===== src/cut_pkg.sv =====
`timescale 1ns / 1ps
// ---------------------------------------------------------------------------
// cut_pkg: shared types, constants and functions for the uptime calculator
// Holds the field widths, register map, calendar tables and the stage
// payload types that pass between the pipeline modules.
// ---------------------------------------------------------------------------
package cut_pkg;

	localparam int YEAR_W  = 7;
	localparam int MONTH_W = 4;
	localparam int DAY_W   = 5;
	localparam int HOUR_W  = 5;
	localparam int MIN_W   = 6;
	localparam int SEC_W   = 6;
	localparam int UPD_W   = 16;
	localparam int DAYS_W  = 16;
	localparam int TOD_W   = 17;
	localparam int SDAYS_W = 18;
	localparam int STOD_W  = 18;
	localparam int REM_W   = 12;

	localparam int APB_AW = 5;
	localparam int APB_DW = 32;

	localparam logic [2:0] REG_BOOT_YEAR    = 3'd0;
	localparam logic [2:0] REG_BOOT_MONTH   = 3'd1;
	localparam logic [2:0] REG_BOOT_DAY     = 3'd2;
	localparam logic [2:0] REG_BOOT_HOURS   = 3'd3;
	localparam logic [2:0] REG_BOOT_MINUTES = 3'd4;
	localparam logic [2:0] REG_BOOT_SECS    = 3'd5;

	localparam logic [16:0] SECS_PER_DAY  = 17'd86400;
	localparam logic [11:0] SECS_PER_HOUR = 12'd3600;
	localparam logic [5:0]  SECS_PER_MIN  = 6'd60;

	// Reciprocals for exact floor division over the value ranges used.
	localparam logic [15:0] HOUR_RECIP = 16'd37283;
	localparam int          HOUR_SHIFT = 27;
	localparam logic [12:0] MIN_RECIP  = 13'd4370;
	localparam int          MIN_SHIFT  = 18;

	typedef struct packed {
		logic [YEAR_W-1:0]  year;
		logic [MONTH_W-1:0] month;
		logic [DAY_W-1:0]   day;
		logic [HOUR_W-1:0]  hours;
		logic [MIN_W-1:0]   minutes;
		logic [SEC_W-1:0]   secs;
	} cut_stamp_t;

	typedef struct packed {
		logic [DAYS_W-1:0] now_days;
		logic [DAYS_W-1:0] boot_days;
		logic [TOD_W-1:0]  now_tod;
		logic [TOD_W-1:0]  boot_tod;
	} cut_conv_t;

	typedef struct packed {
		logic signed [SDAYS_W-1:0] days;
		logic [TOD_W-1:0]          tod;
	} cut_norm_t;

	typedef struct packed {
		logic [UPD_W-1:0]  days;
		logic [HOUR_W-1:0] hours;
		logic [MIN_W-1:0]  minutes;
		logic [SEC_W-1:0]  seconds;
		logic              went_back;
	} cut_result_t;

	function automatic logic [8:0] month_offset(input logic [MONTH_W-1:0] m);
		logic [8:0] r;
		case (m)
			4'd1:    r = 9'd0;
			4'd2:    r = 9'd31;
			4'd3:    r = 9'd59;
			4'd4:    r = 9'd90;
			4'd5:    r = 9'd120;
			4'd6:    r = 9'd151;
			4'd7:    r = 9'd181;
			4'd8:    r = 9'd212;
			4'd9:    r = 9'd243;
			4'd10:   r = 9'd273;
			4'd11:   r = 9'd304;
			4'd12:   r = 9'd334;
			default: r = 9'd0;
		endcase
		return r;
	endfunction

	function automatic logic [DAYS_W-1:0] days_since_base(input cut_stamp_t t);
		logic [DAYS_W-1:0]  year_days;
		logic [7:0]         y_plus3;
		logic [5:0]         q4;
		logic [5:0]         c100;
		logic [5:0]         c400;
		logic [5:0]         leaps;
		logic [MONTH_W-1:0] mc;
		logic               leap;
		logic [DAY_W-1:0]   dd;
		year_days = DAYS_W'(t.year) * 16'd365;
		y_plus3 = 8'(t.year) + 8'd3;
		q4 = 6'(y_plus3 >> 2);
		if (t.year == '0) begin
			c100 = 6'd0;
		end else if (t.year > 7'd100) begin
			c100 = 6'd2;
		end else begin
			c100 = 6'd1;
		end
		c400 = (t.year != '0) ? 6'd1 : 6'd0;
		leaps = q4 - c100 + c400;
		if (t.month == '0) begin
			mc = 4'd1;
		end else if (t.month > 4'd12) begin
			mc = 4'd12;
		end else begin
			mc = t.month;
		end
		leap = (t.year[1:0] == 2'b00) && (t.year != 7'd100);
		dd = (t.day == '0) ? '0 : t.day - 5'd1;
		return year_days + DAYS_W'(leaps) + DAYS_W'(month_offset(mc))
			+ DAYS_W'(leap && (mc > 4'd2)) + DAYS_W'(dd);
	endfunction

	function automatic logic [TOD_W-1:0] time_of_day(input cut_stamp_t t);
		return TOD_W'(t.hours) * TOD_W'(SECS_PER_HOUR)
			+ TOD_W'(t.minutes) * TOD_W'(SECS_PER_MIN) + TOD_W'(t.secs);
	endfunction

endpackage


===== src/cut_if.sv =====
`timescale 1ns / 1ps
// ---------------------------------------------------------------------------
// cut_in_if / cut_out_if: item channels of the uptime calculator
// Valid/ready channels carrying the current calendar time and the uptime.
// ---------------------------------------------------------------------------
interface cut_in_if;
	import cut_pkg::*;

	logic               valid;
	logic               ready;
	logic [YEAR_W-1:0]  now_year;
	logic [MONTH_W-1:0] now_month;
	logic [DAY_W-1:0]   now_day;
	logic [HOUR_W-1:0]  now_hours;
	logic [MIN_W-1:0]   now_minutes;
	logic [SEC_W-1:0]   now_secs;

	modport source (
		output valid, now_year, now_month, now_day, now_hours, now_minutes, now_secs,
		input  ready
	);
	modport sink (
		input  valid, now_year, now_month, now_day, now_hours, now_minutes, now_secs,
		output ready
	);
endinterface

interface cut_out_if;
	import cut_pkg::*;

	logic              valid;
	logic              ready;
	logic [UPD_W-1:0]  up_days;
	logic [HOUR_W-1:0] up_hours;
	logic [MIN_W-1:0]  up_minutes;
	logic [SEC_W-1:0]  up_seconds;
	logic              clock_went_back;

	modport source (
		output valid, up_days, up_hours, up_minutes, up_seconds, clock_went_back,
		input  ready
	);
	modport sink (
		input  valid, up_days, up_hours, up_minutes, up_seconds, clock_went_back,
		output ready
	);
endinterface


===== src/calendar_uptime_calculator.sv =====
`timescale 1ns / 1ps
// ---------------------------------------------------------------------------
// calendar_uptime_calculator: uptime from calendar time and boot time
// Converts the current time and the boot time to days and seconds since
// 2000 and reports the difference as days, hours, minutes and seconds.
// ---------------------------------------------------------------------------
//  Port   | Kind          | Carries
//  -------+---------------+-------------------------------------------
//  now    | valid/ready   | current year, month, day, hours, min, secs
//  up     | valid/ready   | uptime days, hours, min, secs, went-back flag
//  p*     | APB write/read| boot time registers
//
// One item is accepted per cycle while the output is not stalled. An item
// passes six pipeline registers, from the epoch stage and the difference
// stage through the three split stages to the output register.
// Reset clears the valid bits of all stages and loads the boot time of
// 1 Jan 2000 00:00:00. A stall on the output freezes only the full stages
// from the output back to the first empty one, so no item is lost or repeated.
// ---------------------------------------------------------------------------
module calendar_uptime_calculator (
	input  logic                       clk,
	input  logic                       arst_n,
	cut_in_if.sink                     now,
	cut_out_if.source                  up,
	input  logic                       psel,
	input  logic                       penable,
	input  logic                       pwrite,
	input  logic [cut_pkg::APB_AW-1:0] paddr,
	input  logic [cut_pkg::APB_DW-1:0] pwdata,
	output logic [cut_pkg::APB_DW-1:0] prdata,
	output logic                       pready
);
	import cut_pkg::*;

	localparam int NSTG = 6;

	cut_stamp_t  boot;
	cut_stamp_t  now_t;
	cut_conv_t   conv_s1;
	cut_norm_t   norm_s2;
	cut_result_t res_s6;

	logic [NSTG-1:0] vld_q;
	logic [NSTG-1:0] en;

	cut_cfg_regs u_cfg (
		.clk     (clk),
		.arst_n  (arst_n),
		.psel    (psel),
		.penable (penable),
		.pwrite  (pwrite),
		.paddr   (paddr),
		.pwdata  (pwdata),
		.prdata  (prdata),
		.pready  (pready),
		.boot    (boot)
	);

	assign now_t.year    = now.now_year;
	assign now_t.month   = now.now_month;
	assign now_t.day     = now.now_day;
	assign now_t.hours   = now.now_hours;
	assign now_t.minutes = now.now_minutes;
	assign now_t.secs    = now.now_secs;

	always_comb begin
		en[NSTG-1] = !vld_q[NSTG-1] || up.ready;
		for (int k = NSTG-2; k >= 0; k--) begin
			en[k] = !vld_q[k] || en[k+1];
		end
	end

	always_ff @(posedge clk or negedge arst_n) begin
		if (!arst_n) begin
			vld_q <= '0;
		end else begin
			if (en[0]) begin
				vld_q[0] <= now.valid;
			end
			for (int k = 1; k < NSTG; k++) begin
				if (en[k]) begin
					vld_q[k] <= vld_q[k-1];
				end
			end
		end
	end

	assign now.ready = en[0];

	cut_epoch_stage u_epoch (
		.clk     (clk),
		.en      (en[0]),
		.now     (now_t),
		.boot    (boot),
		.conv_s1 (conv_s1)
	);

	cut_diff_stage u_diff (
		.clk     (clk),
		.en      (en[1]),
		.conv    (conv_s1),
		.norm_s2 (norm_s2)
	);

	cut_split_stage u_split (
		.clk    (clk),
		.en     (en[5:2]),
		.norm   (norm_s2),
		.res_s6 (res_s6)
	);

	assign up.valid           = vld_q[NSTG-1];
	assign up.up_days         = res_s6.days;
	assign up.up_hours        = res_s6.hours;
	assign up.up_minutes      = res_s6.minutes;
	assign up.up_seconds      = res_s6.seconds;
	assign up.clock_went_back = res_s6.went_back;

endmodule


===== src/cut_cfg_regs.sv =====
`timescale 1ns / 1ps
// ---------------------------------------------------------------------------
// cut_cfg_regs: boot time register file
// APB-style write and read access to the six boot time registers.
// ---------------------------------------------------------------------------
module cut_cfg_regs (
	input  logic                        clk,
	input  logic                        arst_n,
	input  logic                        psel,
	input  logic                        penable,
	input  logic                        pwrite,
	input  logic [cut_pkg::APB_AW-1:0]  paddr,
	input  logic [cut_pkg::APB_DW-1:0]  pwdata,
	output logic [cut_pkg::APB_DW-1:0]  prdata,
	output logic                        pready,
	output cut_pkg::cut_stamp_t         boot
);
	import cut_pkg::*;

	cut_stamp_t boot_q;
	logic [2:0] idx;
	logic       wr;

	assign pready = 1'b1;
	assign idx    = paddr[4:2];
	assign wr     = psel && penable && pwrite && pready;
	assign boot   = boot_q;

	always_ff @(posedge clk or negedge arst_n) begin
		if (!arst_n) begin
			boot_q.year    <= '0;
			boot_q.month   <= 4'd1;
			boot_q.day     <= 5'd1;
			boot_q.hours   <= '0;
			boot_q.minutes <= '0;
			boot_q.secs    <= '0;
		end else if (wr) begin
			case (idx)
				REG_BOOT_YEAR:    boot_q.year    <= pwdata[YEAR_W-1:0];
				REG_BOOT_MONTH:   boot_q.month   <= pwdata[MONTH_W-1:0];
				REG_BOOT_DAY:     boot_q.day     <= pwdata[DAY_W-1:0];
				REG_BOOT_HOURS:   boot_q.hours   <= pwdata[HOUR_W-1:0];
				REG_BOOT_MINUTES: boot_q.minutes <= pwdata[MIN_W-1:0];
				REG_BOOT_SECS:    boot_q.secs    <= pwdata[SEC_W-1:0];
				default: ;
			endcase
		end
	end

	always_comb begin
		case (idx)
			REG_BOOT_YEAR:    prdata = APB_DW'(boot_q.year);
			REG_BOOT_MONTH:   prdata = APB_DW'(boot_q.month);
			REG_BOOT_DAY:     prdata = APB_DW'(boot_q.day);
			REG_BOOT_HOURS:   prdata = APB_DW'(boot_q.hours);
			REG_BOOT_MINUTES: prdata = APB_DW'(boot_q.minutes);
			REG_BOOT_SECS:    prdata = APB_DW'(boot_q.secs);
			default:          prdata = '0;
		endcase
	end

endmodule


===== src/cut_epoch_stage.sv =====
`timescale 1ns / 1ps
// ---------------------------------------------------------------------------
// cut_epoch_stage: calendar to day count and time of day
// Converts the current and boot times to days since 2000 and seconds of day.
// ---------------------------------------------------------------------------
module cut_epoch_stage (
	input  logic                clk,
	input  logic                en,
	input  cut_pkg::cut_stamp_t now,
	input  cut_pkg::cut_stamp_t boot,
	output cut_pkg::cut_conv_t  conv_s1
);
	import cut_pkg::*;

	always_ff @(posedge clk) begin
		if (en) begin
			conv_s1.now_days  <= days_since_base(now);
			conv_s1.boot_days <= days_since_base(boot);
			conv_s1.now_tod   <= time_of_day(now);
			conv_s1.boot_tod  <= time_of_day(boot);
		end
	end

endmodule


===== src/cut_diff_stage.sv =====
`timescale 1ns / 1ps
// ---------------------------------------------------------------------------
// cut_diff_stage: uptime difference with day borrow
// Subtracts the boot time from the current time and folds the seconds
// difference into the range of one day, moving the carry into the days.
// ---------------------------------------------------------------------------
module cut_diff_stage (
	input  logic               clk,
	input  logic               en,
	input  cut_pkg::cut_conv_t conv,
	output cut_pkg::cut_norm_t norm_s2
);
	import cut_pkg::*;

	logic signed [SDAYS_W-1:0] dd;
	logic signed [STOD_W-1:0]  dt;
	logic signed [STOD_W-1:0]  dt_p1;
	logic signed [STOD_W-1:0]  dt_p2;
	logic signed [STOD_W-1:0]  dt_m1;
	logic signed [STOD_W-1:0]  day_s;
	logic signed [STOD_W-1:0]  t_fix;
	logic signed [SDAYS_W-1:0] d_fix;

	assign dd    = $signed(SDAYS_W'(conv.now_days)) - $signed(SDAYS_W'(conv.boot_days));
	assign dt    = $signed(STOD_W'(conv.now_tod)) - $signed(STOD_W'(conv.boot_tod));
	assign day_s = $signed(STOD_W'(SECS_PER_DAY));
	assign dt_p1 = dt + day_s;
	assign dt_p2 = dt_p1 + day_s;
	assign dt_m1 = dt - day_s;

	always_comb begin
		if (dt < 0) begin
			if (dt_p1 < 0) begin
				t_fix = dt_p2;
				d_fix = dd - SDAYS_W'(2);
			end else begin
				t_fix = dt_p1;
				d_fix = dd - SDAYS_W'(1);
			end
		end else if (dt_m1 >= 0) begin
			t_fix = dt_m1;
			d_fix = dd + SDAYS_W'(1);
		end else begin
			t_fix = dt;
			d_fix = dd;
		end
	end

	always_ff @(posedge clk) begin
		if (en) begin
			norm_s2.days <= d_fix;
			norm_s2.tod  <= t_fix[TOD_W-1:0];
		end
	end

endmodule


===== src/cut_split_stage.sv =====
`timescale 1ns / 1ps
// ---------------------------------------------------------------------------
// cut_split_stage: seconds of day to hours, minutes and seconds
// Four register stages: hour quotient, hour remainder, minute quotient and
// the output register, which also zeroes the result when time went back.
// ---------------------------------------------------------------------------
module cut_split_stage (
	input  logic                 clk,
	input  logic [3:0]           en,
	input  cut_pkg::cut_norm_t   norm,
	output cut_pkg::cut_result_t res_s6
);
	import cut_pkg::*;

	logic [32:0]        hprod;
	logic [24:0]        mprod;
	logic [TOD_W-1:0]   hsub;
	logic [REM_W-1:0]   msub;

	logic [UPD_W-1:0]   days_s3, days_s4, days_s5;
	logic               back_s3, back_s4, back_s5;
	logic [TOD_W-1:0]   tod_s3;
	logic [HOUR_W-1:0]  hours_s3, hours_s4, hours_s5;
	logic [REM_W-1:0]   rem_s4, rem_s5;
	logic [MIN_W-1:0]   mins_s5;

	assign hprod = 33'(norm.tod) * 33'(HOUR_RECIP);
	assign hsub  = tod_s3 - TOD_W'(hours_s3) * TOD_W'(SECS_PER_HOUR);
	assign mprod = 25'(rem_s4) * 25'(MIN_RECIP);
	assign msub  = rem_s5 - REM_W'(mins_s5) * REM_W'(SECS_PER_MIN);

	always_ff @(posedge clk) begin
		if (en[0]) begin
			days_s3  <= norm.days[UPD_W-1:0];
			back_s3  <= norm.days < 0;
			tod_s3   <= norm.tod;
			hours_s3 <= hprod[HOUR_SHIFT+HOUR_W-1:HOUR_SHIFT];
		end
		if (en[1]) begin
			days_s4  <= days_s3;
			back_s4  <= back_s3;
			hours_s4 <= hours_s3;
			rem_s4   <= hsub[REM_W-1:0];
		end
		if (en[2]) begin
			days_s5  <= days_s4;
			back_s5  <= back_s4;
			hours_s5 <= hours_s4;
			rem_s5   <= rem_s4;
			mins_s5  <= mprod[MIN_SHIFT+MIN_W-1:MIN_SHIFT];
		end
		if (en[3]) begin
			res_s6.went_back <= back_s5;
			res_s6.days      <= back_s5 ? '0 : days_s5;
			res_s6.hours     <= back_s5 ? '0 : hours_s5;
			res_s6.minutes   <= back_s5 ? '0 : mins_s5;
			res_s6.seconds   <= back_s5 ? '0 : msub[SEC_W-1:0];
		end
	end

endmodule

===== src/flat_wrapper.sv =====
// flat-port wrapper written by rule: the top's interface ports become plain ports
module calendar_uptime_calculator_flat import cut_pkg::*;
  (clk, arst_n, psel, penable, pwrite, paddr, pwdata, prdata, pready, now_valid, now_now_year, now_now_month, now_now_day, now_now_hours, now_now_minutes, now_now_secs, now_ready, up_valid, up_up_days, up_up_hours, up_up_minutes, up_up_seconds, up_clock_went_back, up_ready);
  cut_in_if now_i ();
  cut_out_if up_i ();
  input  logic clk;
  input  logic arst_n;
  input  logic psel;
  input  logic penable;
  input  logic pwrite;
  input  logic [cut_pkg::APB_AW-1:0] paddr;
  input  logic [cut_pkg::APB_DW-1:0] pwdata;
  output logic [cut_pkg::APB_DW-1:0] prdata;
  output logic pready;
  input wire logic [$bits(now_i.valid)-1:0] now_valid;
  input wire logic [$bits(now_i.now_year)-1:0] now_now_year;
  input wire logic [$bits(now_i.now_month)-1:0] now_now_month;
  input wire logic [$bits(now_i.now_day)-1:0] now_now_day;
  input wire logic [$bits(now_i.now_hours)-1:0] now_now_hours;
  input wire logic [$bits(now_i.now_minutes)-1:0] now_now_minutes;
  input wire logic [$bits(now_i.now_secs)-1:0] now_now_secs;
  output wire logic [$bits(now_i.ready)-1:0] now_ready;
  output wire logic [$bits(up_i.valid)-1:0] up_valid;
  output wire logic [$bits(up_i.up_days)-1:0] up_up_days;
  output wire logic [$bits(up_i.up_hours)-1:0] up_up_hours;
  output wire logic [$bits(up_i.up_minutes)-1:0] up_up_minutes;
  output wire logic [$bits(up_i.up_seconds)-1:0] up_up_seconds;
  output wire logic [$bits(up_i.clock_went_back)-1:0] up_clock_went_back;
  input wire logic [$bits(up_i.ready)-1:0] up_ready;
  assign now_i.valid = now_valid;
  assign now_i.now_year = now_now_year;
  assign now_i.now_month = now_now_month;
  assign now_i.now_day = now_now_day;
  assign now_i.now_hours = now_now_hours;
  assign now_i.now_minutes = now_now_minutes;
  assign now_i.now_secs = now_now_secs;
  assign now_ready = now_i.ready;
  assign up_valid = up_i.valid;
  assign up_up_days = up_i.up_days;
  assign up_up_hours = up_i.up_hours;
  assign up_up_minutes = up_i.up_minutes;
  assign up_up_seconds = up_i.up_seconds;
  assign up_clock_went_back = up_i.clock_went_back;
  assign up_i.ready = up_ready;
  calendar_uptime_calculator u_core (.clk(clk), .arst_n(arst_n), .now(now_i), .up(up_i), .psel(psel), .penable(penable), .pwrite(pwrite), .paddr(paddr), .pwdata(pwdata), .prdata(prdata), .pready(pready));
endmodule

===== config.mk =====
export PLATFORM = sky130hd
export DESIGN_NAME = calendar_uptime_calculator_flat
export DESIGN_NICKNAME = d
export VERILOG_FILES = /design/src/cut_pkg.sv /design/src/cut_if.sv /design/src/calendar_uptime_calculator.sv /design/src/cut_cfg_regs.sv /design/src/cut_epoch_stage.sv /design/src/cut_diff_stage.sv /design/src/cut_split_stage.sv /design/src/flat_wrapper.sv
export SDC_FILE = /design/constraint.sdc
export NUM_CORES = 1
export LEC_CHECK = 0
export ABC_AREA = 1
export CAP_MARGIN = 20
export CORE_ASPECT_RATIO = 0.8
export CORE_UTILIZATION = 55
export CTS_CLUSTER_DIAMETER = 60
export DETAILED_ROUTE_END_ITERATION = 8
export DONT_BUFFER_PORTS = 1
export PLACE_DENSITY = 0.7
export SLEW_MARGIN = 20
export SYNTH_ARGS = -nofsm -noshare
export SYNTH_HDL_FRONTEND = slang
export SYNTH_SLANG_ARGS = --single-unit

===== constraint.sdc =====
create_clock -name clk -period 9.36 [get_ports clk]
set_input_delay 1.872 -clock clk [delete_from_list [all_inputs] [get_ports clk]]
set_output_delay 1.872 -clock clk [all_outputs]
set_load 0.02 [all_outputs]

# Word level (Yosys, flattened, before mapping)

Memories as Yosys holds them, arrays and structs flattened.
Cells that the tools add are included.

ROM bits: 288
Word-level logic and storage cells: 155
Bits of input ports: 77
Register bits after elaboration: 276
Memories kept: 2

Memory list:

| name            | words | bits a word | rd ports | clocked after memory_dff | write ports | line          | RTL |
|---|---|---|---|---|---|---|---|
| (no name shown) | 16    | 9           | 1        | 0                        | 0           | cut_pkg.sv:73 | `case (m)` |
| (no name shown) | 16    | 9           | 1        | 0                        | 0           | cut_pkg.sv:73 |  |

Muxes and demuxes: 25
Reductions and logical operators: 35
$lt $le $gt $ge: 10
Equality and inequality tests: 7
$mul: 10
Add/sub/neg operators: 30

Operators with widths:

| operator                 | number |
|---|---|
| $lt A18 B1 Y1 const B    | 3 |
| $mux W18                 | 3 |
| $mux W17                 | 3 |
| $pmux W7 S6              | 1 |
| $add A17 B12 Y17         | 2 |
| $add A17 B6 Y17          | 2 |
| $add A16 B1 Y16          | 2 |
| $add A16 B5 Y16          | 2 |
| $add A16 B6 Y16          | 2 |
| $add A16 B9 Y16          | 2 |
| $mul A17 B16 Y32 const B | 1 |
| $mul A7 B9 Y16 const B   | 2 |
| $mul A5 B8 Y13 const B   | 2 |
| $mux W4                  | 6 |
| $mul A12 B12 Y23 const B | 1 |
| $mul A6 B4 Y10 const B   | 2 |
| $add A18 B18 Y18 const B | 1 |
| $add A18 B2 Y18 const B  | 1 |
| $ge A18 B1 Y1 const B    | 1 |
| $mux W9                  | 2 |
| $sub A17 B17 Y18         | 1 |
| $sub A18 B18 Y18 const B | 1 |
| $sub A18 B2 Y18 const B  | 1 |
| $sub A18 B3 Y18 const B  | 1 |
| other kinds (30)         | 72 |

# Logic depth before layout (Yosys ltp)

Gate-level depths: netlist (run 1).

Word-level depth: 14
Gate-level depth with buffers: 34
Mapped depth without buffers: 34

# Hierarchy

From an unflattened synthesis (run 1), not the netlist that was laid out.

Cells, all modules: 3508
Area, all modules: 29781.1 um^2

By module, submodules not included:

| module                     | instances | cells each | area each (um^2) |
|---|---|---|---|
| cut_epoch_stage            | 1         | 1327       | 11308.3 |
| cut_split_stage            | 1         | 1042       | 10851.7 |
| cut_diff_stage             | 1         | 866        | 5431.5 |
| cut_cfg_regs               | 1         | 248        | 1904.3 |
| calendar_uptime_calculator | 1         | 25         | 285.3 |

# Worst setup path after synthesis (run 1)

OpenSTA, ideal clock, no wires.

Path kind: input -> output
Start: input up_ready
End: output now_ready
Arrival: 6.787 ns
Path slack: 0.701 ns
Stages on the path: 10
Path through: nor2_1 inv_1 nor2_1 inv_1 nor2_1 inv_1 nor2_1 inv_1 nor2_1 nand2_1

Longest elaborated chain between the ends: 6

Ends and longest elaborated chain:

| what                            | line                             | RTL |
|---|---|---|
| start: declaration              | flat_wrapper.sv:29               | `input wire logic [$bits(up_i.ready)-1:0] up_ready;` |
| $logic_or A1 B1 Y1              | calendar_uptime_calculator.sv:67 | `en[NSTG-1] = !vld_q[NSTG-1] \|\| up.ready;` |
| named net u_core.en[5]          | calendar_uptime_calculator.sv:44 | `logic [NSTG-1:0] en;` |
| $logic_or A1 B1 Y1              | calendar_uptime_calculator.sv:69 | `en[k] = !vld_q[k] \|\| en[k+1];` |
| named net u_core.en[4]          | calendar_uptime_calculator.sv:44 |  |
| $logic_or A1 B1 Y1              | calendar_uptime_calculator.sv:69 |  |
| named net u_core.en[3]          | calendar_uptime_calculator.sv:44 |  |
| $logic_or A1 B1 Y1              | calendar_uptime_calculator.sv:69 |  |
| named net u_core.en[2]          | calendar_uptime_calculator.sv:44 |  |
| $logic_or A1 B1 Y1 (2 in a row) | calendar_uptime_calculator.sv:69 |  |
| end: declaration                | flat_wrapper.sv:22               | `output wire logic [$bits(now_i.ready)-1:0] now_ready;` |

The timed path passes the listed nets, and every way through them passes these cells.

# Final worst setup path (run 1)

Start: input now_now_year[5]
End: register, netlist name u_core.u_epoch.conv_s1[63]

Longest elaborated chain between the ends: 10
Elaborated cells between the ends (all ways): 18
Those cells by class: add/sub (7); mul (1); order compare (1); eq/ne (1); mux (4); reduce/logical (4)

Ends and longest elaborated chain:

| what               | line                  | RTL |
|---|---|---|
| start: declaration | flat_wrapper.sv:16    | `input wire logic [$bits(now_i.now_year)-1:0] now_now_year;` |
| $gt A7 B7 Y1       | cut_pkg.sv:106        | `end else if (t.year > 7'd100) begin` |
| $mux W2            | cut_pkg.sv:106        |  |
| $mux W2            | cut_pkg.sv:104        | `if (t.year == '0) begin` |
| $mux W6            | cut_epoch_stage.sv:16 | `if (en) begin` |
| $sub A6 B6 Y6      | cut_pkg.sv:112        | `leaps = q4 - c100 + c400;` |
| $add A6 B1 Y6      | cut_pkg.sv:112        |  |
| $add A16 B6 Y16    | cut_pkg.sv:122        | `return year_days + DAYS_W'(leaps) + DAYS_W'(month_offset(mc))` |
| $add A16 B9 Y16    | cut_pkg.sv:122        |  |
| $add A16 B1 Y16 *  | cut_pkg.sv:123        | `+ DAYS_W'(leap && (mc > 4'd2)) + DAYS_W'(dd);` |
| $add A16 B5 Y16 *  | cut_pkg.sv:123        |  |

Every way passes the cells marked *; elsewhere a longest branch is shown, timed or not. The select of a mux whose other input is x is not followed.
A chain may end at the register's enable or synchronous reset.

==> impl_metrics.csv, run 1 <==
group,metric,value,unit
clock_tree,ctsHoldBuffers,0,
sta,rsz0062_at_grt,"no",
worst_setup_path,r2r_start,"u_core.u_cfg.boot[30]",
logic_synthesis,synth_area,27780,sq um
sta,tightestPinTransition,0.8450,ns
clock_tree,clk_latency,0.58,ns
clock_tree,cts.clk_slew.worst_paths,0.06,ns
worst_setup_path,critical-path-top-delay-family,"adder cells",
logic_synthesis,syn_avg_cell_area,9.297,sq um
logic_synthesis,synth_cells,2988,
logic_synthesis,synth_top_flop_cell,"edfxtp_1",
worst_setup_path,crit_fanout,7,
drt,dr_total_vias,19360,
cells_and_area,mostFrequentLayoutCell,"inv_1",
sta,slew_violations,0,
worst_setup_path,max_stage_delay,0.53,ns
worst_setup_path,critPathSlowestCell,"fa_1",
min_path,hold_class,"register to register",
logic_synthesis,async_flop_share,14.18,%
floorplanning,die_h,203.0,microns
placed_design,io_buffers,0,
cells_and_area,antenna_cells,0,
placed_design,gp_congestion,0.8962,
clock_tree,htreeDepth,1,
drt,drt_iter0_markers,951,
floorplanning,core_area,49780,sq um
drt,wl_met2,24970,microns
sta,setup_viol,0,
worst_setup_path,path_buf_inv,5,
cells_and_area,final_cell_mix,"inv_1, ha_1, nand2_1, edfxtp_1, fa_1",
clock_tree,tritoncts,"done",
drt,drcViolationCount,0,
drt,vias_per_cell,5.220,
global_routing,grt_overflow,0,
drt,routedWlPerCell,14.74,microns
global_routing,grt_pass1_vias,19530,
floorplanning,start_util,55.80,%
sta,max_slew_margin,43.46,%
global_routing,gr-usage-all-layers,22.00,%
min_path,hp-start,"u_core.u_split.tod_s3[3]",
worst_setup_path,cp_common_cell,"ha_1",
sta,period_share,83.24,%
clock_tree,root_buffer,"clkbuf_16",
clock_tree,post_cts_buffers,0,
floorplanning,rows,73,
floorplanning,dieArea,51420,sq um
logic_synthesis,synth_edf_count,236,
sta,fmax,128.3,MHz
clock_tree,clock_sinks,275,
worst_setup_path,required,9.69,ns
placed_design,dp_hpwl,45370,microns
drt,dr.max_layer_used,"met4",
drt,ant_nets,0,
cells_and_area,drive_gt1_share,4.680,%
floorplanning,dieWidth,253.3,microns
global_routing,antenna_found_initial,0,
worst_setup_path,critPathCaptureType,"register",
drt,wl_met1,26600,microns
logic_synthesis,yosys_warnings,0,
drt,wl_met3,2460,microns
clock_tree,cts_buffers,31,
drt,drt_first_pass_iters,5,
worst_setup_path,arrival,8.12,ns
worst_setup_path,setup.worst_path.start,"now_now_year[5]",
worst_setup_path,crit_path_start_kind,"input port",
cells_and_area,final_nets,3772,
global_routing,grt_pass1_wl,92920,microns
clock_tree,cts_buffer_depth,3,
sta,hold_viol_final,0,
cells_and_area,area.growth.synth_to_final,6.608,%
sta,clock_skew,0.01286,ns
worst_setup_path,path_class,"input port to register",
run,maxCapViolCount,0,
clock_tree,cts_repair_resize_count,0,
status,status,"complete, no violations",
logic_synthesis,synth_cell_types,66,
floorplanning,io_pins,146,
sta,final.setup.tns,0,ns
global_routing,grt_max_degree,64,
drt,wl,54660,microns
sta,period_needed,7.792,ns
logic_synthesis,ys_seq_area_share,29.03,%
logic_synthesis,yosys_register_bits,275,
## registers in the layout, summed over array words and instances (netlist names), 6 cells and up
signal	count
u_core.u_cfg.boot	33
u_core.u_diff.norm_s2	34
u_core.u_epoch.conv_s1	66
u_core.u_split.days_s3	16
u_core.u_split.days_s4	16
u_core.u_split.days_s5	16
u_core.u_split.mins_s5	6
u_core.u_split.rem_s4	12
u_core.u_split.rem_s5	6
u_core.u_split.res_s6	34
u_core.u_split.tod_s3	12
u_core.vld_q	6
## synthesized netlist by cell type (all sizes together), types with 8 or more instances
cell type / number / area share (%)
a21o: 12 / 0.32
a21oi: 162 / 3.0
a31oi: 8 / 0.18
buf: 30 / 0.82
clkbuf: 14 / 0.23
dfrtp: 37 / 3.3
edfxtp: 236 / 26
fa: 164 / 12
ha: 522 / 24
inv: 596 / 8.1
nand2: 494 / 7.0
nand3: 126 / 2.5
nand4: 29 / 0.68
nor2: 169 / 2.5
nor3: 20 / 0.43
o211ai: 11 / 0.32
o21ai: 117 / 2.1
xnor2: 45 / 1.4
xor2: 120 / 4.0
## worst paths after layout
kind                                         endpoint  slack (ns)  depth (start not counted)
max                        u_core.u_epoch.conv_s1[63]        1.57                         28
min                          u_core.u_split.rem_s4[3]        0.41                          0
max reg2reg                u_core.u_epoch.conv_s1[48]        2.53                         32
min reg2reg                  u_core.u_split.rem_s4[3]        0.41                          0
max in group asynchronous       u_core.u_cfg.boot[22]        8.19                          0
min in group asynchronous       u_core.u_cfg.boot[31]        0.98                          0
## per-layer routing
metal | track usage [%] | up-vias
li1 | - | 9805
met1 | 31.30 | 9164
met2 | 36.55 | 347
met3 | 2.564 | 46
met4 | 3.636 | 0
met5 | 0 | -
## per-stage QoR
stage	hold slack [ns]	cells	instance area [sq um]	util [%]	setup WS, ns
2_1_floorplan	0.4003	3012	27870	-	0.7010
3_3_place_gp	0.4006	3650	28480	57.22	1.121
3_5_place_dp	0.4045	3651	28510	57.28	0.9898
4_1_cts	0.4158	3709	29610	59.49	1.600
5_1_grt	0.4263	3709	29610	59.49	1.243
6_report	0.4148	3709	29610	59.49	1.568
## worst register-to-register path, delay by kind of cell (launching register included)
| kind | cells | cell delay [ns] |
|---|---|---|
| buffers and inverters | 5 | 0.38 |
| AO/OA/AOI/OAI | 7 | 1.32 |
| flip-flops | 1 | 0.46 |
| adder cells (fa/ha/maj) | 10 | 3.55 |
| AND/OR/NAND/NOR | 9 | 0.70 |
| XOR/XNOR | 1 | 0.19 |
## cell type report
class                      count  area, sq um
timing repair buffer           8        80.08
tap                          675        844.6
inverter                     597         2246
multi-input combinational   2096        17280
clock inverter                20        281.5
sequential                   275         8065
fill                        4185        20160
clock buffer                  38        822.0
## cell families (layout without fill, tap and decap cells)
kind of cell / Yosys count / after routing / synth area share [%]
simple gates: 859 / 859 / 13.55
compound gates: 359 / 359 / 7.400
xor+xnor: 165 / 165 / 5.486
flops: 275 / 275 / 29.03
mux: 1 / 1 / 0.04053
fa+ha+maj: 686 / 686 / 35.33
buf+inv: 641 / 663 / 9.130
other cells: 2 / 26 / 0.02703
Power of run 1 is not shown: default switching activity piles up to over one toggle a cycle in this logic, so the estimate is an artifact.
==> inputs of run 2 (changes only) <==
PLACE_DENSITY = 0.73   (was 0.7)
clock period = 6.5 ns   (was 9.36 ns; I/O delays follow)
==> run 2 against run 1 <==
  * Worst hold slack worse by 0.025 ns
  * Non-clock buffer count is 72 higher
  * Flip-flop and latch count stayed put
  * Count of clock-buffer cells in the layout is 1 lower
  * Sequential share of layout area is 0.90 points lower
  * Die area stayed put
  * Core utilization is 2.0 points higher
  * Clock skew is 0.020 ns higher
  * First-iteration DRC count is 8.3% higher
  * Cell area is 3.4% higher
  * Via count is 2.6% higher
==> impl_metrics.csv, run 2 (synthesis gave the netlist of run 1 again) <==
group,metric,value,unit
worst_setup_path,max_stage_delay,0.57,ns
floorplanning,dieArea,51420,sq um
sta,fmax,158.1,MHz
floorplanning,dieWidth,253.3,microns
clock_tree,ctsHoldBuffers,0,
floorplanning,io_pins,146,
status,status,"complete, no violations",
clock_tree,tritoncts,"done",
worst_setup_path,path_class,"input port to register",
global_routing,grt_pass1_wl,95360,microns
cells_and_area,antenna_cells,0,
floorplanning,die_h,203.0,microns
worst_setup_path,crit_path_start_kind,"input port",
sta,period_needed,6.325,ns
worst_setup_path,r2r_start,"u_core.u_cfg.boot[31]",
sta,tightestPinTransition,0.8615,ns
global_routing,grt_pass1_vias,20030,
run,maxCapViolCount,0,
worst_setup_path,timing.rr.end,"u_core.u_epoch.conv_s1[48]",
global_routing,grt_max_degree,68,
drt,ant_nets,0,
clock_tree,cts_buffer_depth,3,
worst_setup_path,r2r_cells,33,
drt,routedWlPerCell,15.10,microns
placed_design,pre_cts_ws,-0.6214,ns
sta,clock_skew,0.03291,ns
floorplanning,core_area,49780,sq um
clock_tree,root_buffer,"clkbuf_16",
sta,rsz0062_at_grt,"yes",
drt,wl,57100,microns
cells_and_area,largest_register_ffs,66,
cells_and_area,final_cell_count_no_fill,3781,
worst_setup_path,arrival,6.68,ns
worst_setup_path,critical-path-top-delay-family,"adder cells",
cells_and_area,area.growth.synth_to_final,10.26,%
clock_tree,clock_sinks,275,
sta,period_share,97.30,%
worst_setup_path,required,6.85,ns
sta,setup_viol,0,
cells_and_area,mostFrequentLayoutCell,"inv_1",
floorplanning,start_util,55.80,%
drt,drcViolationCount,0,
drt,dr_total_vias,19870,
worst_setup_path,path_buf_inv,8,
floorplanning,rows,73,
worst_setup_path,crit_fanout,6,
cells_and_area,top_register,"u_core.u_epoch.conv_s1",
placed_design,io_buffers,0,
clock_tree,cts_buffers,31,
placed_design,dp_hpwl,46190,microns
drt,drt_iter0_markers,1030,
clock_tree,cts.clk_slew.worst_paths,0.06,ns
cells_and_area,final_nets,3844,
sta,max_slew_margin,42.57,%
placed_design,gp_congestion,0.8787,
placed_design,place_area,29190,sq um
worst_setup_path,critPathSlowestCell,"fa_1",
worst_setup_path,crit_end,"u_core.u_epoch.conv_s1[62]",
cells_and_area,drive_gt1_share,9.498,%
cells_and_area,top_regs,"u_core.u_epoch.conv_s1 (66), u_core.u_diff.norm_s2 (34), u_core.u_split.res_s6 (34)",
sta,slew_violations,0,
sta,hold_viol_final,0,
sta,finalWorstSetupSlack,0.1752,ns
global_routing,gr-usage-all-layers,22.65,%
drt,drt_first_pass_iters,5,
cells_and_area,final_cell_mix,"inv_1, ha_1, nand2_1, edfxtp_1, fa_1",
cells_and_area,fillers,4055,
worst_setup_path,rrSetupSlack,0.23,ns
min_path,hold_class,"input port to async pin",
global_routing,antenna_found_initial,0,
worst_setup_path,cp_num_cells,30,
cells_and_area,final_area,30630,sq um
placed_design,dp_cells,3713,
drt,vias_per_cell,5.255,
clock_tree,htreeDepth,1,
global_routing,grt_overflow,0,
worst_setup_path,setup.worst_path.start,"now_now_year[4]",
clock_tree,clk_latency,0.60,ns
worst_setup_path,critPathCaptureType,"register",
[run 2: worst min-delay path by stage]
| stage | to |
|---|---|
| after CTS | u_core.u_cfg.boot[31] |
| after detailed placement | u_core.u_split.days_s3[6] |
| after global routing | u_core.u_cfg.boot[3] |
| after floorplan | u_core.u_split.back_s3 |
| final | u_core.u_cfg.boot[31] |
| after global placement | u_core.u_split.hours_s5[1] |
[run 2: layout make-up]
class,instances,area [sq um],share of cell area [%]
clock buffer,37,808.3,2.639
clock inverter,21,251.5,0.8210
inverter,597,2263,7.389
multi-input combinational,2096,17780,58.04
sequential,275,8065,26.33
tap,675,844.6,2.757
timing repair buffer,80,620.6,2.026
[run 2: layer usage]
layer	global-route usage [%]	wire length [microns]	vias up
met2	37.94	26520	380
met1	31.57	27060	9467
met5	0	0	-
met4	4.416	925	0
li1	-	-	9950
met3	2.846	2595	74
[run 2: repair_timing]
action                                  4_1_cts  5_1_grt
setup buffers                                 0        9
pin swaps                                     0       50
endpoints found under the setup margin        3       12
cloned                                        0        0
resized for setup                             4       53
[run 2: through the flow]
step	util, %	hold slack (ns)	setup TNS [ns]
2_1_floorplan	-	0.4003	-0.6145
3_3_place_gp	58.64	0.4017	-2.956
3_5_place_dp	58.64	0.4045	-3.746
4_1_cts	60.80	0.3712	0
5_1_grt	61.53	0.3714	-0.2458
6_report	61.53	0.3901	0
Power of run 2 is left out for the same reason.
==> inputs of run 3 (changes only) <==
ABC_AREA = 0   (was 1)
==> run 3 against run 2 <==
  * The run now ends with setup timing left
  * Critical endpoint is now u_core.u_epoch.conv_s1[64]
  * Worst hold slack gained 0.016 ns
  * Synthesized cell count shrank 20%
  * Final cell count shrank 17%
  * Non-clock buffer count grew 35
  * Die area shrank 5.7%
  * Fmax shrank 6.4%
==> impl_metrics.csv, run 3 <==
group,metric,value,unit
status,status,"finished with violations",
status,failed_checks,"setup timing",
sta,finalWorstSetupSlack,-0.2563,ns
global_routing,grt_overflow,0,
worst_setup_path,crit_fanout,6,
clock_tree,clk_latency,0.59,ns
sta,period_needed,6.756,ns
cells_and_area,final_util,62.38,%
drt,drt_first_pass_iters,5,
worst_setup_path,path_class,"input port to register",
logic_synthesis,async_flop_share,14.18,%
placed_design,dp_hpwl,40500,microns
worst_setup_path,max_stage_delay,0.56,ns
floorplanning,die_h,197.1,microns
sta,setup_viol,5,
cells_and_area,final_cell_mix,"ha_1, inv_1, edfxtp_1, fa_1, xnor2_1",
sta,clock_skew,0.01522,ns
cells_and_area,area.growth.synth_to_final,12.04,%
logic_synthesis,synth.most_common_cell,"ha_1",
logic_synthesis,syn_avg_cell_area,10.97,sq um
cells_and_area,antenna_cells,0,
cells_and_area,drive_gt1_share,13.83,%
sta,hold_viol_final,0,
worst_setup_path,rrSetupSlack,-0.10,ns
drt,routedWlPerCell,16.35,microns
global_routing,antenna_found_initial,1,
worst_setup_path,critPathCaptureType,"register",
cells_and_area,largest_register_ffs,66,
sta,max_slew_margin,31.47,%
floorplanning,dieArea,48460,sq um
sta,final.setup.tns,-0.8810,ns
logic_synthesis,synthTopCellsByCount,"ha_1, inv_1, edfxtp_1",
min_path,hold_class,"input port to async pin",
drt,dr_total_vias,17110,
drt,ant_nets,0,
logic_synthesis,synthTopCellsByArea,"edfxtp_1, ha_1, fa_1",
placed_design,dp_cells,3064,
floorplanning,io_pins,146,
global_routing,grt_pass1_vias,17660,
floorplanning,start_util,55.68,%
placed_design,pre_cts_ws,-0.9723,ns
clock_tree,root_buffer,"clkbuf_16",
cells_and_area,mostFrequentLayoutCell,"ha_1",
global_routing,grt_pass1_wl,85820,microns
drt,drt_iter0_markers,759,
clock_tree,cts_buffer_depth,3,
worst_setup_path,required,6.84,ns
cells_and_area,top_regs,"u_core.u_epoch.conv_s1 (66), u_core.u_diff.norm_s2 (34), u_core.u_split.res_s6 (34)",
placed_design,gp_congestion,0.8996,
run,maxCapViolCount,0,
sta,period_share,103.9,%
logic_synthesis,synth_edf_count,236,
logic_synthesis,ys_seq_area_share,30.82,%
logic_synthesis,synth.top_cell.area_share,27.08,%
logic_synthesis,synth_top_cell_by_area,"edfxtp_1",
logic_synthesis,synth_cell_types,86,
clock_tree,clock_sinks,275,
cells_and_area,top_register,"u_core.u_epoch.conv_s1",
logic_synthesis,synth_top_flop_cell,"edfxtp_1",
clock_tree,cts.clk_slew.worst_paths,0.06,ns
floorplanning,core_area,46990,sq um
sta,slew_violations,0,
clock_tree,tritoncts,"done",
global_routing,grt_max_degree,66,
sta,fmax,148.0,MHz
cells_and_area,fillers,3611,
global_routing,gr-usage-all-layers,21.68,%
worst_setup_path,crit_path_start_kind,"input port",
clock_tree,cts_buffers,30,
worst_setup_path,arrival,7.10,ns
drt,drcViolationCount,0,
worst_setup_path,critPathSlowestCell,"fa_1",
drt,wl,51370,microns
floorplanning,dieWidth,245.9,microns
logic_synthesis,yosys_warnings,0,
floorplanning,rows,71,
sta,rsz0062_at_grt,"yes",
cells_and_area,final_nets,3262,
sta,tightestPinTransition,1.021,ns
logic_synthesis,synth_cells,2385,
clock_tree,htreeDepth,1,
clock_tree,ctsHoldBuffers,0,
drt,vias_per_cell,5.445,
cells_and_area,final_cell_count_no_fill,3143,
logic_synthesis,yosys_register_bits,275,
placed_design,io_buffers,0,
logic_synthesis,synth_area,26170,sq um
[run 3: changes by cell type after synthesis, moves of 32 or more]
cell | previous run | this run
nand2_1 | 470 | 86
inv_1 | 585 | 412
nand3_1 | 119 | 16
xnor2_1 | 44 | 131
nor2_1 | 157 | 82
xor2_1 | 115 | 40
a21oi_1 | 157 | 103
nor2b_1 | 0 | 48
a21o_1 | 12 | 50
o21ai_0 | 106 | 74
[run 3: kinds of logic after synthesis]
kind of cell / after synthesis / synth area share [%]
compound gates: 392 / 9.979
buf+inv: 469 / 7.210
flops: 275 / 30.82
fa+ha+maj: 686 / 37.51
other cells: 2 / 0.02870
simple gates: 344 / 6.756
mux: 45 / 1.913
xor+xnor: 172 / 5.786
[run 3: what timing repair did]
| action | in CTS | in global routing |
|---|---|---|
| hold endpoints to repair | 0 | 0 |
| endpoints found under the setup margin | 7 | 14 |
| buffers inserted | 16 | 6 |
| gates resized for setup | 43 | 49 |
| pin swaps | 63 | 85 |
[run 3: metal layers]
metal  up-vias  GRT usage [%]  share of wire (%)
li1       8403              -                  -
met1      8347          29.96                 46
met2       298          36.78                 48
met3        66          2.636                4.0
met4         0          4.210                1.8
met5         -              0                  0
[run 3: path summary, 6_finish.rpt]
check | start | end | cells past startpoint
worst max-delay path | now_now_year[3] | u_core.u_epoch.conv_s1[64] | 32
worst min-delay path | arst_n | u_core.u_cfg.boot[29] | 0
worst max register to register | u_core.u_cfg.boot[28] | u_core.u_epoch.conv_s1[48] | 31
worst min register to register | u_core.u_split.days_s3[5] | u_core.u_split.days_s4[5] | 0
max in group asynchronous | arst_n | u_core.u_cfg.boot[17] | 0
min in group clk | u_core.u_split.days_s3[5] | u_core.u_split.days_s4[5] | 0
[run 3: area by class of cell]
class / instances / area, sq um / area share (%)
clock buffers: 36 / 783.3 / 2.672
multi-input cells: 1665 / 17000 / 57.99
clock inverters: 20 / 230.2 / 0.7853
flip-flops and latches: 275 / 8068 / 27.52
inverters: 412 / 1574 / 5.369
well taps: 620 / 775.7 / 2.646
repair buffers: 115 / 885.9 / 3.022
[run 3: worst max-delay path, delay by kind of cell]
family,cells,cell delay (ns)
buffers and inverters,7,0.40
and+or+nand+nor,4,0.55
xor gates and xnor gates,2,0.33
adders and majority gates,10,3.20
AOI/OAI and AO/OA,9,1.33
[run 3: stage by stage]
stage / instance area (sq um) / hold slack (ns)
floorplan: 26490 / 0.4003
global placement: 27620 / 0.4007
detailed placement: 27620 / 0.4045
CTS: 29030 / 0.3767
global route: 29320 / 0.3808
finish: 29320 / 0.4066
Power of run 3 is left out for the same reason.
